<file path="src/rtl/target_frame_parser_with_timeout_top_assert.svh">
// ----------------------------------------------------------------------------
// Target frame parser assertion macros
// Shared concurrent assertion forms, clocked on clk and disabled in reset.
// ----------------------------------------------------------------------------
`ifndef TARGET_FRAME_PARSER_WITH_TIMEOUT_TOP_ASSERT_SVH
`define TARGET_FRAME_PARSER_WITH_TIMEOUT_TOP_ASSERT_SVH

// A plain property that must hold at every clock edge outside reset.
`define TFP_ASSERT(label, prop, msg) \
    label: assert property (@(posedge clk) disable iff (!rst_n) (prop)) \
        else $error(msg);

// A condition that must be followed by a consequence on the next edge.
`define TFP_ASSERT_NEXT(label, ante, cons, msg) \
    label: assert property (@(posedge clk) disable iff (!rst_n) (ante) |=> (cons)) \
        else $error(msg);

`endif

</file>
<file path="src/rtl/tfp_pkg.sv">
// ----------------------------------------------------------------------------
// Target frame parser package
// Frame constants, parser positions and the result types shared by all modules.
// ----------------------------------------------------------------------------
package tfp_pkg;

    // Frame delimiters.
    localparam logic [7:0] FRAME_HEAD = 8'hAA;
    localparam logic [7:0] FRAME_TAIL = 8'h55;

    // Parser positions: waiting for head, data slots, checksum and tail.
    localparam int         POS_W          = 4;
    localparam logic [3:0] POS_WAIT       = 4'd0;
    localparam logic [3:0] POS_FIRST      = 4'd1;
    localparam logic [3:0] POS_DATA_LAST  = 4'd11;
    localparam logic [3:0] POS_CHECKSUM   = 4'd12;
    localparam logic [3:0] POS_TAIL       = 4'd13;

    // Pending bytes: the find byte and ten data bytes.
    localparam int PEND_N     = 11;
    localparam int PEND_IDX_W = 4;

    // Link age counter.
    localparam int              AGE_W         = 17;
    localparam logic [AGE_W-1:0] AGE_MAX      = 17'h1FFFF;
    localparam logic [15:0]     TIMEOUT_RESET = 16'd500;

    // Result beat layout on the master side.
    localparam int OUT_TDATA_W = 88;
    localparam int OUT_PAD_W   = 6;

    typedef logic [PEND_N-1:0][7:0] pend_t;

    // Published target record.
    typedef struct packed {
        logic               found;
        logic signed [15:0] center_x;
        logic signed [15:0] center_y;
        logic signed [15:0] box_width;
        logic signed [15:0] box_height;
        logic        [15:0] range_cm;
    } pub_t;

    // Parser event toward the timer and output stage.
    typedef struct packed {
        logic accepted;
        pub_t pub;
    } frame_evt_t;

    // One complete result beat.
    typedef struct packed {
        logic       frame_accepted;
        pub_t       pub;
        logic       link_online;
    } result_t;

    // Build the published record from the pending bytes (big-endian fields).
    function automatic pub_t build_pub(input pend_t pend);
        pub_t p;
        p.found       = (pend[0] != 8'd0);
        p.center_x    = {pend[1], pend[2]};
        p.center_y    = {pend[3], pend[4]};
        p.box_width   = {pend[5], pend[6]};
        p.box_height  = {pend[7], pend[8]};
        p.range_cm    = {pend[9], pend[10]};
        return p;
    endfunction

endpackage

</file>
<file path="src/rtl/tfp_parser.sv">
// ----------------------------------------------------------------------------
// Target frame byte parser
// Walks the 14-byte frame, checks tail and checksum and holds the published
// target record.
// ----------------------------------------------------------------------------
module tfp_parser
(
    input  logic              clk,
    input  logic              rst_n,
    input  logic              byte_en,
    input  logic [7:0]        rx_byte,
    output tfp_pkg::frame_evt_t evt
);
    import tfp_pkg::*;

    logic [POS_W-1:0] pos_reg, pos_next;
    logic [7:0]       sum_reg, sum_next;
    logic [7:0]       chk_reg, chk_next;
    pend_t            pend_reg, pend_next;
    pub_t             pub_reg, pub_next;
    logic             accepted;
    logic [PEND_IDX_W-1:0] slot;

    assign slot = PEND_IDX_W'(pos_reg - POS_FIRST);

    // Next-state logic for one received byte.
    always_comb
    begin
        pos_next  = pos_reg;
        sum_next  = sum_reg;
        chk_next  = chk_reg;
        pend_next = pend_reg;
        pub_next  = pub_reg;
        accepted  = 1'b0;
        if (byte_en)
        begin
            case (pos_reg)
                POS_WAIT:
                begin
                    if (rx_byte == FRAME_HEAD)
                    begin
                        sum_next = rx_byte;
                        pos_next = POS_FIRST;
                    end
                end
                POS_CHECKSUM:
                begin
                    chk_next = rx_byte;
                    pos_next = POS_TAIL;
                end
                POS_TAIL:
                begin
                    if ((rx_byte == FRAME_TAIL) && (chk_reg == sum_reg))
                    begin
                        accepted = 1'b1;
                        pub_next = build_pub(pend_reg);
                    end
                    pos_next = POS_WAIT;
                end
                default:
                begin
                    if (pos_reg <= POS_DATA_LAST)
                    begin
                        pend_next[slot] = rx_byte;
                        sum_next        = sum_reg + rx_byte;
                        pos_next        = pos_reg + POS_FIRST;
                    end
                    else
                    begin
                        pos_next = POS_WAIT;
                    end
                end
            endcase
        end
    end

    // Control state and published record.
    always_ff @(posedge clk or negedge rst_n)
    begin
        if (!rst_n)
        begin
            pos_reg <= POS_WAIT;
            sum_reg <= 8'd0;
            chk_reg <= 8'd0;
            pub_reg <= '0;
        end
        else
        begin
            pos_reg <= pos_next;
            sum_reg <= sum_next;
            chk_reg <= chk_next;
            pub_reg <= pub_next;
        end
    end

    // Pending data bytes are always written before they are published.
    always_ff @(posedge clk)
    begin
        pend_reg <= pend_next;
    end

    assign evt.accepted = accepted;
    assign evt.pub      = pub_next;

    `include "target_frame_parser_with_timeout_top_assert.svh"

    `TFP_ASSERT(a_pos_range, pos_reg <= POS_TAIL, "parser position beyond tail slot")
    `TFP_ASSERT(a_acc_at_tail, !accepted || (pos_reg == POS_TAIL),
                "frame accepted outside tail slot")
    `TFP_ASSERT_NEXT(a_acc_rewait, accepted, pos_reg == POS_WAIT,
                     "parser not waiting for head after accepted frame")

endmodule

</file>
<file path="src/rtl/tfp_link_timer.sv">
// ----------------------------------------------------------------------------
// Link timeout tracker
// Saturating age count since the last accepted frame and the online flag,
// with the timeout register and its write channel.
// ----------------------------------------------------------------------------
module tfp_link_timer
(
    input  logic        clk,
    input  logic        rst_n,
    input  logic        tick_en,
    input  logic        frame_acc,
    input  logic        cfg_valid,
    output logic        cfg_ready,
    input  logic [15:0] cfg_data,
    output logic        online
);
    import tfp_pkg::*;

    logic [AGE_W-1:0] age_reg, age_next;
    logic             seen_reg, seen_next;
    logic [15:0]      timeout_reg;

    assign cfg_ready = 1'b1;

    // Age and seen-flag update; a tick and a frame never share a beat.
    always_comb
    begin
        age_next  = age_reg;
        seen_next = seen_reg;
        if (frame_acc)
        begin
            age_next  = '0;
            seen_next = 1'b1;
        end
        else if (tick_en && (age_reg != AGE_MAX))
        begin
            age_next = age_reg + AGE_W'(1);
        end
    end

    // Online after this beat's update.
    assign online = seen_next && (age_next <= {1'b0, timeout_reg});

    always_ff @(posedge clk or negedge rst_n)
    begin
        if (!rst_n)
        begin
            age_reg     <= '0;
            seen_reg    <= 1'b0;
            timeout_reg <= TIMEOUT_RESET;
        end
        else
        begin
            age_reg  <= age_next;
            seen_reg <= seen_next;
            if (cfg_valid && cfg_ready)
            begin
                timeout_reg <= cfg_data;
            end
        end
    end

    `include "target_frame_parser_with_timeout_top_assert.svh"

    `TFP_ASSERT_NEXT(a_age_clear, frame_acc, (age_reg == '0) && seen_reg,
                     "age not cleared after accepted frame")

endmodule

</file>
<file path="src/rtl/tfp_out_buf.sv">
// ----------------------------------------------------------------------------
// Result output buffer
// Two-entry register buffer that keeps input acceptance going while a result
// beat waits on the master side.
// ----------------------------------------------------------------------------
module tfp_out_buf
(
    input  logic             clk,
    input  logic             rst_n,
    input  logic             push,
    input  tfp_pkg::result_t push_data,
    output logic             space,
    output logic             out_valid,
    input  logic             out_ready,
    output tfp_pkg::result_t out_data
);
    import tfp_pkg::*;

    logic [1:0] cnt_reg, cnt_next;
    result_t    head_reg, head_next;
    result_t    tail_reg, tail_next;
    logic       pop;

    assign space     = (cnt_reg != 2'd2);
    assign out_valid = (cnt_reg != 2'd0);
    assign out_data  = head_reg;
    assign pop       = out_valid && out_ready;

    // Entry movement for push, pop or both.
    always_comb
    begin
        head_next = head_reg;
        tail_next = tail_reg;
        cnt_next  = cnt_reg;
        case ({push, pop})
            2'b10:
            begin
                if (cnt_reg == 2'd0)
                    head_next = push_data;
                else
                    tail_next = push_data;
                cnt_next = cnt_reg + 2'd1;
            end
            2'b01:
            begin
                head_next = tail_reg;
                cnt_next  = cnt_reg - 2'd1;
            end
            2'b11:
            begin
                if (cnt_reg == 2'd1)
                begin
                    head_next = push_data;
                end
                else
                begin
                    head_next = tail_reg;
                    tail_next = push_data;
                end
            end
            default:
            begin
                cnt_next = cnt_reg;
            end
        endcase
    end

    always_ff @(posedge clk or negedge rst_n)
    begin
        if (!rst_n)
            cnt_reg <= 2'd0;
        else
            cnt_reg <= cnt_next;
    end

    always_ff @(posedge clk)
    begin
        head_reg <= head_next;
        tail_reg <= tail_next;
    end

    `include "target_frame_parser_with_timeout_top_assert.svh"

    `TFP_ASSERT(a_cnt_range, cnt_reg <= 2'd2, "output buffer count overflow")
    `TFP_ASSERT_NEXT(a_fill, push && !pop && (cnt_reg == 2'd1), cnt_reg == 2'd2,
                     "output buffer did not take second beat")

endmodule

</file>
<file path="src/rtl/target_frame_parser_with_timeout_top.sv">
// ----------------------------------------------------------------------------
// Target frame parser with link timeout
// Serial target-frame parser with checksum check and link-online timeout.
// ----------------------------------------------------------------------------
// Usage:
//   Slave side: one beat is a received byte (tuser = 0, byte in tdata) or a
//   one-millisecond tick (tuser = 1, tdata ignored).
//   Master side: exactly one result beat per input beat, in order. tuser
//   flags a beat whose byte completed a valid frame; tdata carries the
//   published target record and the link-online flag.
//   Config channel: cfg_data sets the online timeout in ticks; write it only
//   while the block is idle. cfg_ready is always high.
//   The result of an accepted beat is formed combinationally and registered
//   in the output buffer, shown in the following cycle when the buffer was
//   empty. Throughput is one beat per cycle while the buffer has space.
//   Reset: the parser waits for a head byte, the published record is zero,
//   the link is offline and the timeout is 500 ticks.
//   Stall: a two-entry output buffer holds results while m_axis_tready is
//   low; s_axis_tready drops only when both entries are full.
// ----------------------------------------------------------------------------
module target_frame_parser_with_timeout_top
(
    input  logic        clk,
    input  logic        rst_n,
    input  logic        s_axis_tvalid,
    output logic        s_axis_tready,
    input  logic [7:0]  s_axis_tdata,  // [7:0] rx_byte
    input  logic        s_axis_tuser,  // [0] func
    output logic        m_axis_tvalid,
    input  logic        m_axis_tready,
    output logic [tfp_pkg::OUT_TDATA_W-1:0] m_axis_tdata,
    // [0] target_found, [16:1] center_x, [32:17] center_y, [48:33] box_width,
    // [64:49] box_height, [80:65] range_cm, [81] link_online, [87:82] zero
    output logic        m_axis_tuser,  // [0] frame_accepted
    input  logic        cfg_valid,
    output logic        cfg_ready,
    input  logic [15:0] cfg_data
);
    import tfp_pkg::*;

    logic       in_beat;
    logic       byte_en;
    logic       tick_en;
    logic       online;
    frame_evt_t evt;
    result_t    res;
    result_t    out_res;

    // Input beat decode.
    assign in_beat = s_axis_tvalid && s_axis_tready;
    assign byte_en = in_beat && !s_axis_tuser;
    assign tick_en = in_beat && s_axis_tuser;

    tfp_parser u_parser
    (
        .clk     (clk),
        .rst_n   (rst_n),
        .byte_en (byte_en),
        .rx_byte (s_axis_tdata),
        .evt     (evt)
    );

    tfp_link_timer u_timer
    (
        .clk       (clk),
        .rst_n     (rst_n),
        .tick_en   (tick_en),
        .frame_acc (evt.accepted),
        .cfg_valid (cfg_valid),
        .cfg_ready (cfg_ready),
        .cfg_data  (cfg_data),
        .online    (online)
    );

    // Assemble the result beat.
    assign res.frame_accepted = evt.accepted;
    assign res.pub            = evt.pub;
    assign res.link_online    = online;

    tfp_out_buf u_out_buf
    (
        .clk       (clk),
        .rst_n     (rst_n),
        .push      (in_beat),
        .push_data (res),
        .space     (s_axis_tready),
        .out_valid (m_axis_tvalid),
        .out_ready (m_axis_tready),
        .out_data  (out_res)
    );

    // Pack the master-side beat, first field in the lowest bits.
    assign m_axis_tuser = out_res.frame_accepted;
    assign m_axis_tdata = {OUT_PAD_W'(0),
                           out_res.link_online,
                           out_res.pub.range_cm,
                           out_res.pub.box_height,
                           out_res.pub.box_width,
                           out_res.pub.center_y,
                           out_res.pub.center_x,
                           out_res.pub.found};

endmodule

</file>
<file path="config.mk">
export PLATFORM = sky130hd
export DESIGN_NAME = target_frame_parser_with_timeout_top
export DESIGN_NICKNAME = d
export VERILOG_FILES = /design/src/rtl/tfp_pkg.sv /design/src/rtl/tfp_parser.sv /design/src/rtl/tfp_link_timer.sv /design/src/rtl/tfp_out_buf.sv /design/src/rtl/target_frame_parser_with_timeout_top.sv
export VERILOG_INCLUDE_DIRS = /design/src /design/src/rtl
export SDC_FILE = /design/constraint.sdc
export NUM_CORES = 1
export LEC_CHECK = 0
export ABC_AREA = 1
export BUFFER_PORTS_ARGS = -buffer_cell sky130_fd_sc_hd__buf_4
export CAP_MARGIN = 0
export CORE_MARGIN = 5
export CORE_UTILIZATION = 25
export CTS_BUF_LIST = sky130_fd_sc_hd__clkbuf_2 sky130_fd_sc_hd__clkbuf_4 sky130_fd_sc_hd__clkbuf_8
export CTS_CLUSTER_DIAMETER = 100
export CTS_CLUSTER_SIZE = 30
export DETAILED_ROUTE_END_ITERATION = 10
export PLACE_DENSITY = 0.45
export SLEW_MARGIN = 20
export SYNTH_ARGS = -nofsm -noshare
export SYNTH_HDL_FRONTEND = slang
export SYNTH_SLANG_ARGS = --single-unit
</file>
<file path="constraint.sdc">
create_clock -name clk -period 7.24 [get_ports clk]
set_input_delay 1.448 -clock clk [delete_from_list [all_inputs] [get_ports clk]]
set_output_delay 1.448 -clock clk [all_outputs]
set_load 0.01 [all_outputs]
</file>
==> results.toml <==
[floorplan]
coreArea_um2 = 62700
io_pins = 122
fp.dieH_um = 261
die_width_um = 261
start_util_pct = 25.1
rows = 92
die-area_um2 = 68100

[synthesis]
ys.flop_type = "edfxtp_1"
syn-instance-count = 1336
yosys-top-cells-count = "nand2_1 (259), edfxtp_1 (254), inv_1 (230)"
synth_edf_count = 254
synth_area_leader_cell = "edfxtp_1"
synth_top_cell_area_share_pct = 48.4
avgSynthCellArea_um2 = 11.8
synth_area_um2 = 15700
synth_cell_types = 54
synth_area_leaders = "edfxtp_1 (48%), dfrtp_1 (21%), nand2_1 (6.2%), inv_1 (5.5%), o21ai_1 (4.1%)"
synth-seq-area-share_pct = 70.3
synth-async-reset-ratio_pct = 35.0
ys_warn_count = 0
ys_seq_elements = 391
synth.most_common_cell = "nand2_1"

[critical_path]
crit_path_top_delay_cell = "nor4_2"
cp-end-kind = "register"
crit_family = "simple AND/OR/NAND/NOR gates"
reg2reg_depth = 25
worstPathMaxFanout = 70
r2r_slack_ps = 3400
cp.required_ps = 7640
arrival_ps = 4370
cp_common_cell = "nand2_1"
critPathMaxStageDelay_ps = 480
rr_endpoint = "u_out_buf.out_data[0]$_DFFE_PP_"
crit_path_cell_trace = "buf_4, inv_1, nand4_1, nor4_2, nand2_8, inv_1, nor2_1, ha_1, nand2_1, nor2_1, nand2_1, nand3_1, nand2_1, nand2_1, nand2_1, nand2_1, nand2_1, nand2_1, nand2_1, nand2_1, nand2_1, nand3_1, nand2_1"
cp_num_buf_inv = 3
cp-start-kind = "primary input"
critPathKind = "in2reg"
rr_startpoint = "u_timer.age_reg[0]$_DFF_PN0_"

[clocking]
cts_tree = "built"
clockRootBuffer = "clkbuf_8"
ctsHoldBuffers = 0
postCtsResizedCells = 0
cts_htree_levels = 1
cts_buffer_depth = 3
clkLatencyLatePin_ps = 610
cts.sinks = 391
cts_setup_buffers = 0
numCtsBuffers = 18
cts.clk_slew.worst_paths_ps = 180

[final_layout]
final_nets = 1509
largest_reg_flops = 88
area_growth_pct = 14.2
drive_gt1_share_pct = 15.0
instances_no_fill = 2300

[placed_design]
gp_congestion = 0.776
dp.cells = 2267
hpwl_mm = 23.9
portBuffers = 114

[timing]
finalCriticalPeriod_ps = 3970
relSlewSlack_pct = 25.9
rsz0062_at_grt = "false"
setup_viol = 0
period_share_pct = 54.8
hold_viol_final = 0
max_freq_mhz = 252
fin_skew_ps = 36.9
worst_pin_slew_ps = 1110
timing.hold.ws_ps = 477
final-max-slew-violation-count = 0
timing.setup.tns_ps = 0

[pwr]
internal_power_w = 0.00370
combPwrFrac_pct = 28.6
powerDensity_nw_per_um2 = 311
p_seq_share_pct = 53.4
sw_frac_of_total_pct = 33.8
max-vdd-ir-drop_mv = 0.131
clkPwrFrac_pct = 18.0
leakagePower_nw = 6.96
p_switching_w = 0.00189

[hold_path]
hp-start = "u_timer.seen_reg$_DFF_PN0_"
hold_path_class = "reg2reg"
holdPathStages = 2
hold_path_end = "u_timer.seen_reg$_DFF_PN0_"

[grt]
grt_pass1_wl_mm = 56.7
grt_max_degree = 95
grt_use_total_pct = 10.7
antenna_found_initial = 3
overflow = 0
first_global_vias = 9373

[route]
ant_nets = 0
via_per_inst = 3.99
wl_per_cell_um = 16.0
route.vias.total = 9177
drtIter0Drc = 507
drc = 0
dr.pass1.iters = 4
routed_wl_mm = 36.7

[status]
status = "finished, final reports clean"

[flow_run]
drv_cap = 0
-- per-stage QoR --
stage	total power (W)	worst slack, ps	utilization, %	instance area (µm²)
after floorplan	0.00393	1490	-	15800
after global placement	0.00466	2530	28.0	17500
after detailed placement	0.00469	2520	28.0	17600
after CTS	0.00571	3220	28.7	18000
after global routing	0.00597	2870	28.7	18000
final	0.00559	3270	28.7	18000
-- cell type report --
type                            instances  area [µm²]
Multi-Input combinational cell        665        3580
Inverter                              237         895
Fill cell                            6454       44700
Sequential cell                       391       11100
Clock inverter                          5        75.1
Clock buffer                           26         314
Antenna cell                            2        5.00
Tap cell                              846        1060
Timing Repair Buffer                  128         992
-- worst reg2reg max path: cells and delay by family, from the launching register on --
| kind | cells | cell delay (ps) |
|---|---|---|
| and+or+nand+nor | 20 | 2000 |
| adders and majority gates | 3 | 770 |
| buffers and inverters | 1 | 110 |
| DFF | 1 | 430 |
| AOI/OAI and AO/OA | 1 | 290 |
-- worst max-delay path by stage --
stage / cells past startpoint / slack (ps) / start / end
floorplan: 2 / 1490 / s_axis_tvalid / u_out_buf.out_data[0]$_DFFE_PP_
global placement: 22 / 2530 / s_axis_tdata[0] / u_out_buf.out_data[0]$_DFFE_PP_
detailed placement: 22 / 2520 / s_axis_tdata[0] / u_out_buf.out_data[0]$_DFFE_PP_
CTS: 22 / 3220 / s_axis_tdata[0] / u_out_buf.out_data[0]$_DFFE_PP_
global route: 25 / 2870 / u_timer.age_reg[0]$_DFF_PN0_ / u_out_buf.out_data[0]$_DFFE_PP_
finish: 23 / 3270 / s_axis_tdata[3] / u_out_buf.out_data[0]$_DFFE_PP_
-- placed cells by master (no fill, tap or decap), drive strengths merged, types with 2 or more instances in the layout --
cell type	n
or2	3
o21ai	196
diode	2
o21a	2
ha	37
buf	128
dfrtp	131
conb	7
a31oi	3
xnor2	6
nand3	16
xor2	16
clkbuf	26
nor2	39
nor3	14
a21oi	22
o211ai	2
inv	237
nor4	7
nand2	273
dfstp	6
mux2	4
edfxtp	254
clkinv	5
nand4	5
-- power by group through the flow --
stage	logic, W	registers, W	clock network (W)
after CTS	0.00166	0.00300	0.00106
after floorplan	0.000838	0.00309	0
after global routing	0.00180	0.00302	0.00114
after global placement	0.00161	0.00305	0
after detailed placement	0.00165	0.00304	0
final	0.00160	0.00298	0.00101
-- cell families (layout without fill, tap and decap cells) --
logic type	count (synthesis)	after routing	share of synthesized area [%]
other	2	9	0.0477
AOI/OAI and AO/OA	234	234	7.99
xor gates and xnor gates	22	22	1.22
and+or+nand+nor	359	359	9.66
muxes	5	5	0.350
adders and majority gates	38	38	3.07
buffers and inverters	285	396	7.39
DFF	391	391	70.3
-- metal layers --
layer | vias to the layer above | GRT usage, % | wire (µm) | part of all wire, %
met3 | 28 | 2.19 | 1720 | 4.7
met4 | 0 | 1.45 | 473 | 1.3
met2 | 136 | 18.4 | 17800 | 49
met1 | 4440 | 14.3 | 16700 | 45
met5 | - | 0 | 0 | 0
li1 | 4573 | - | - | -
No activity file was read; power rests on OpenSTA's default activity.
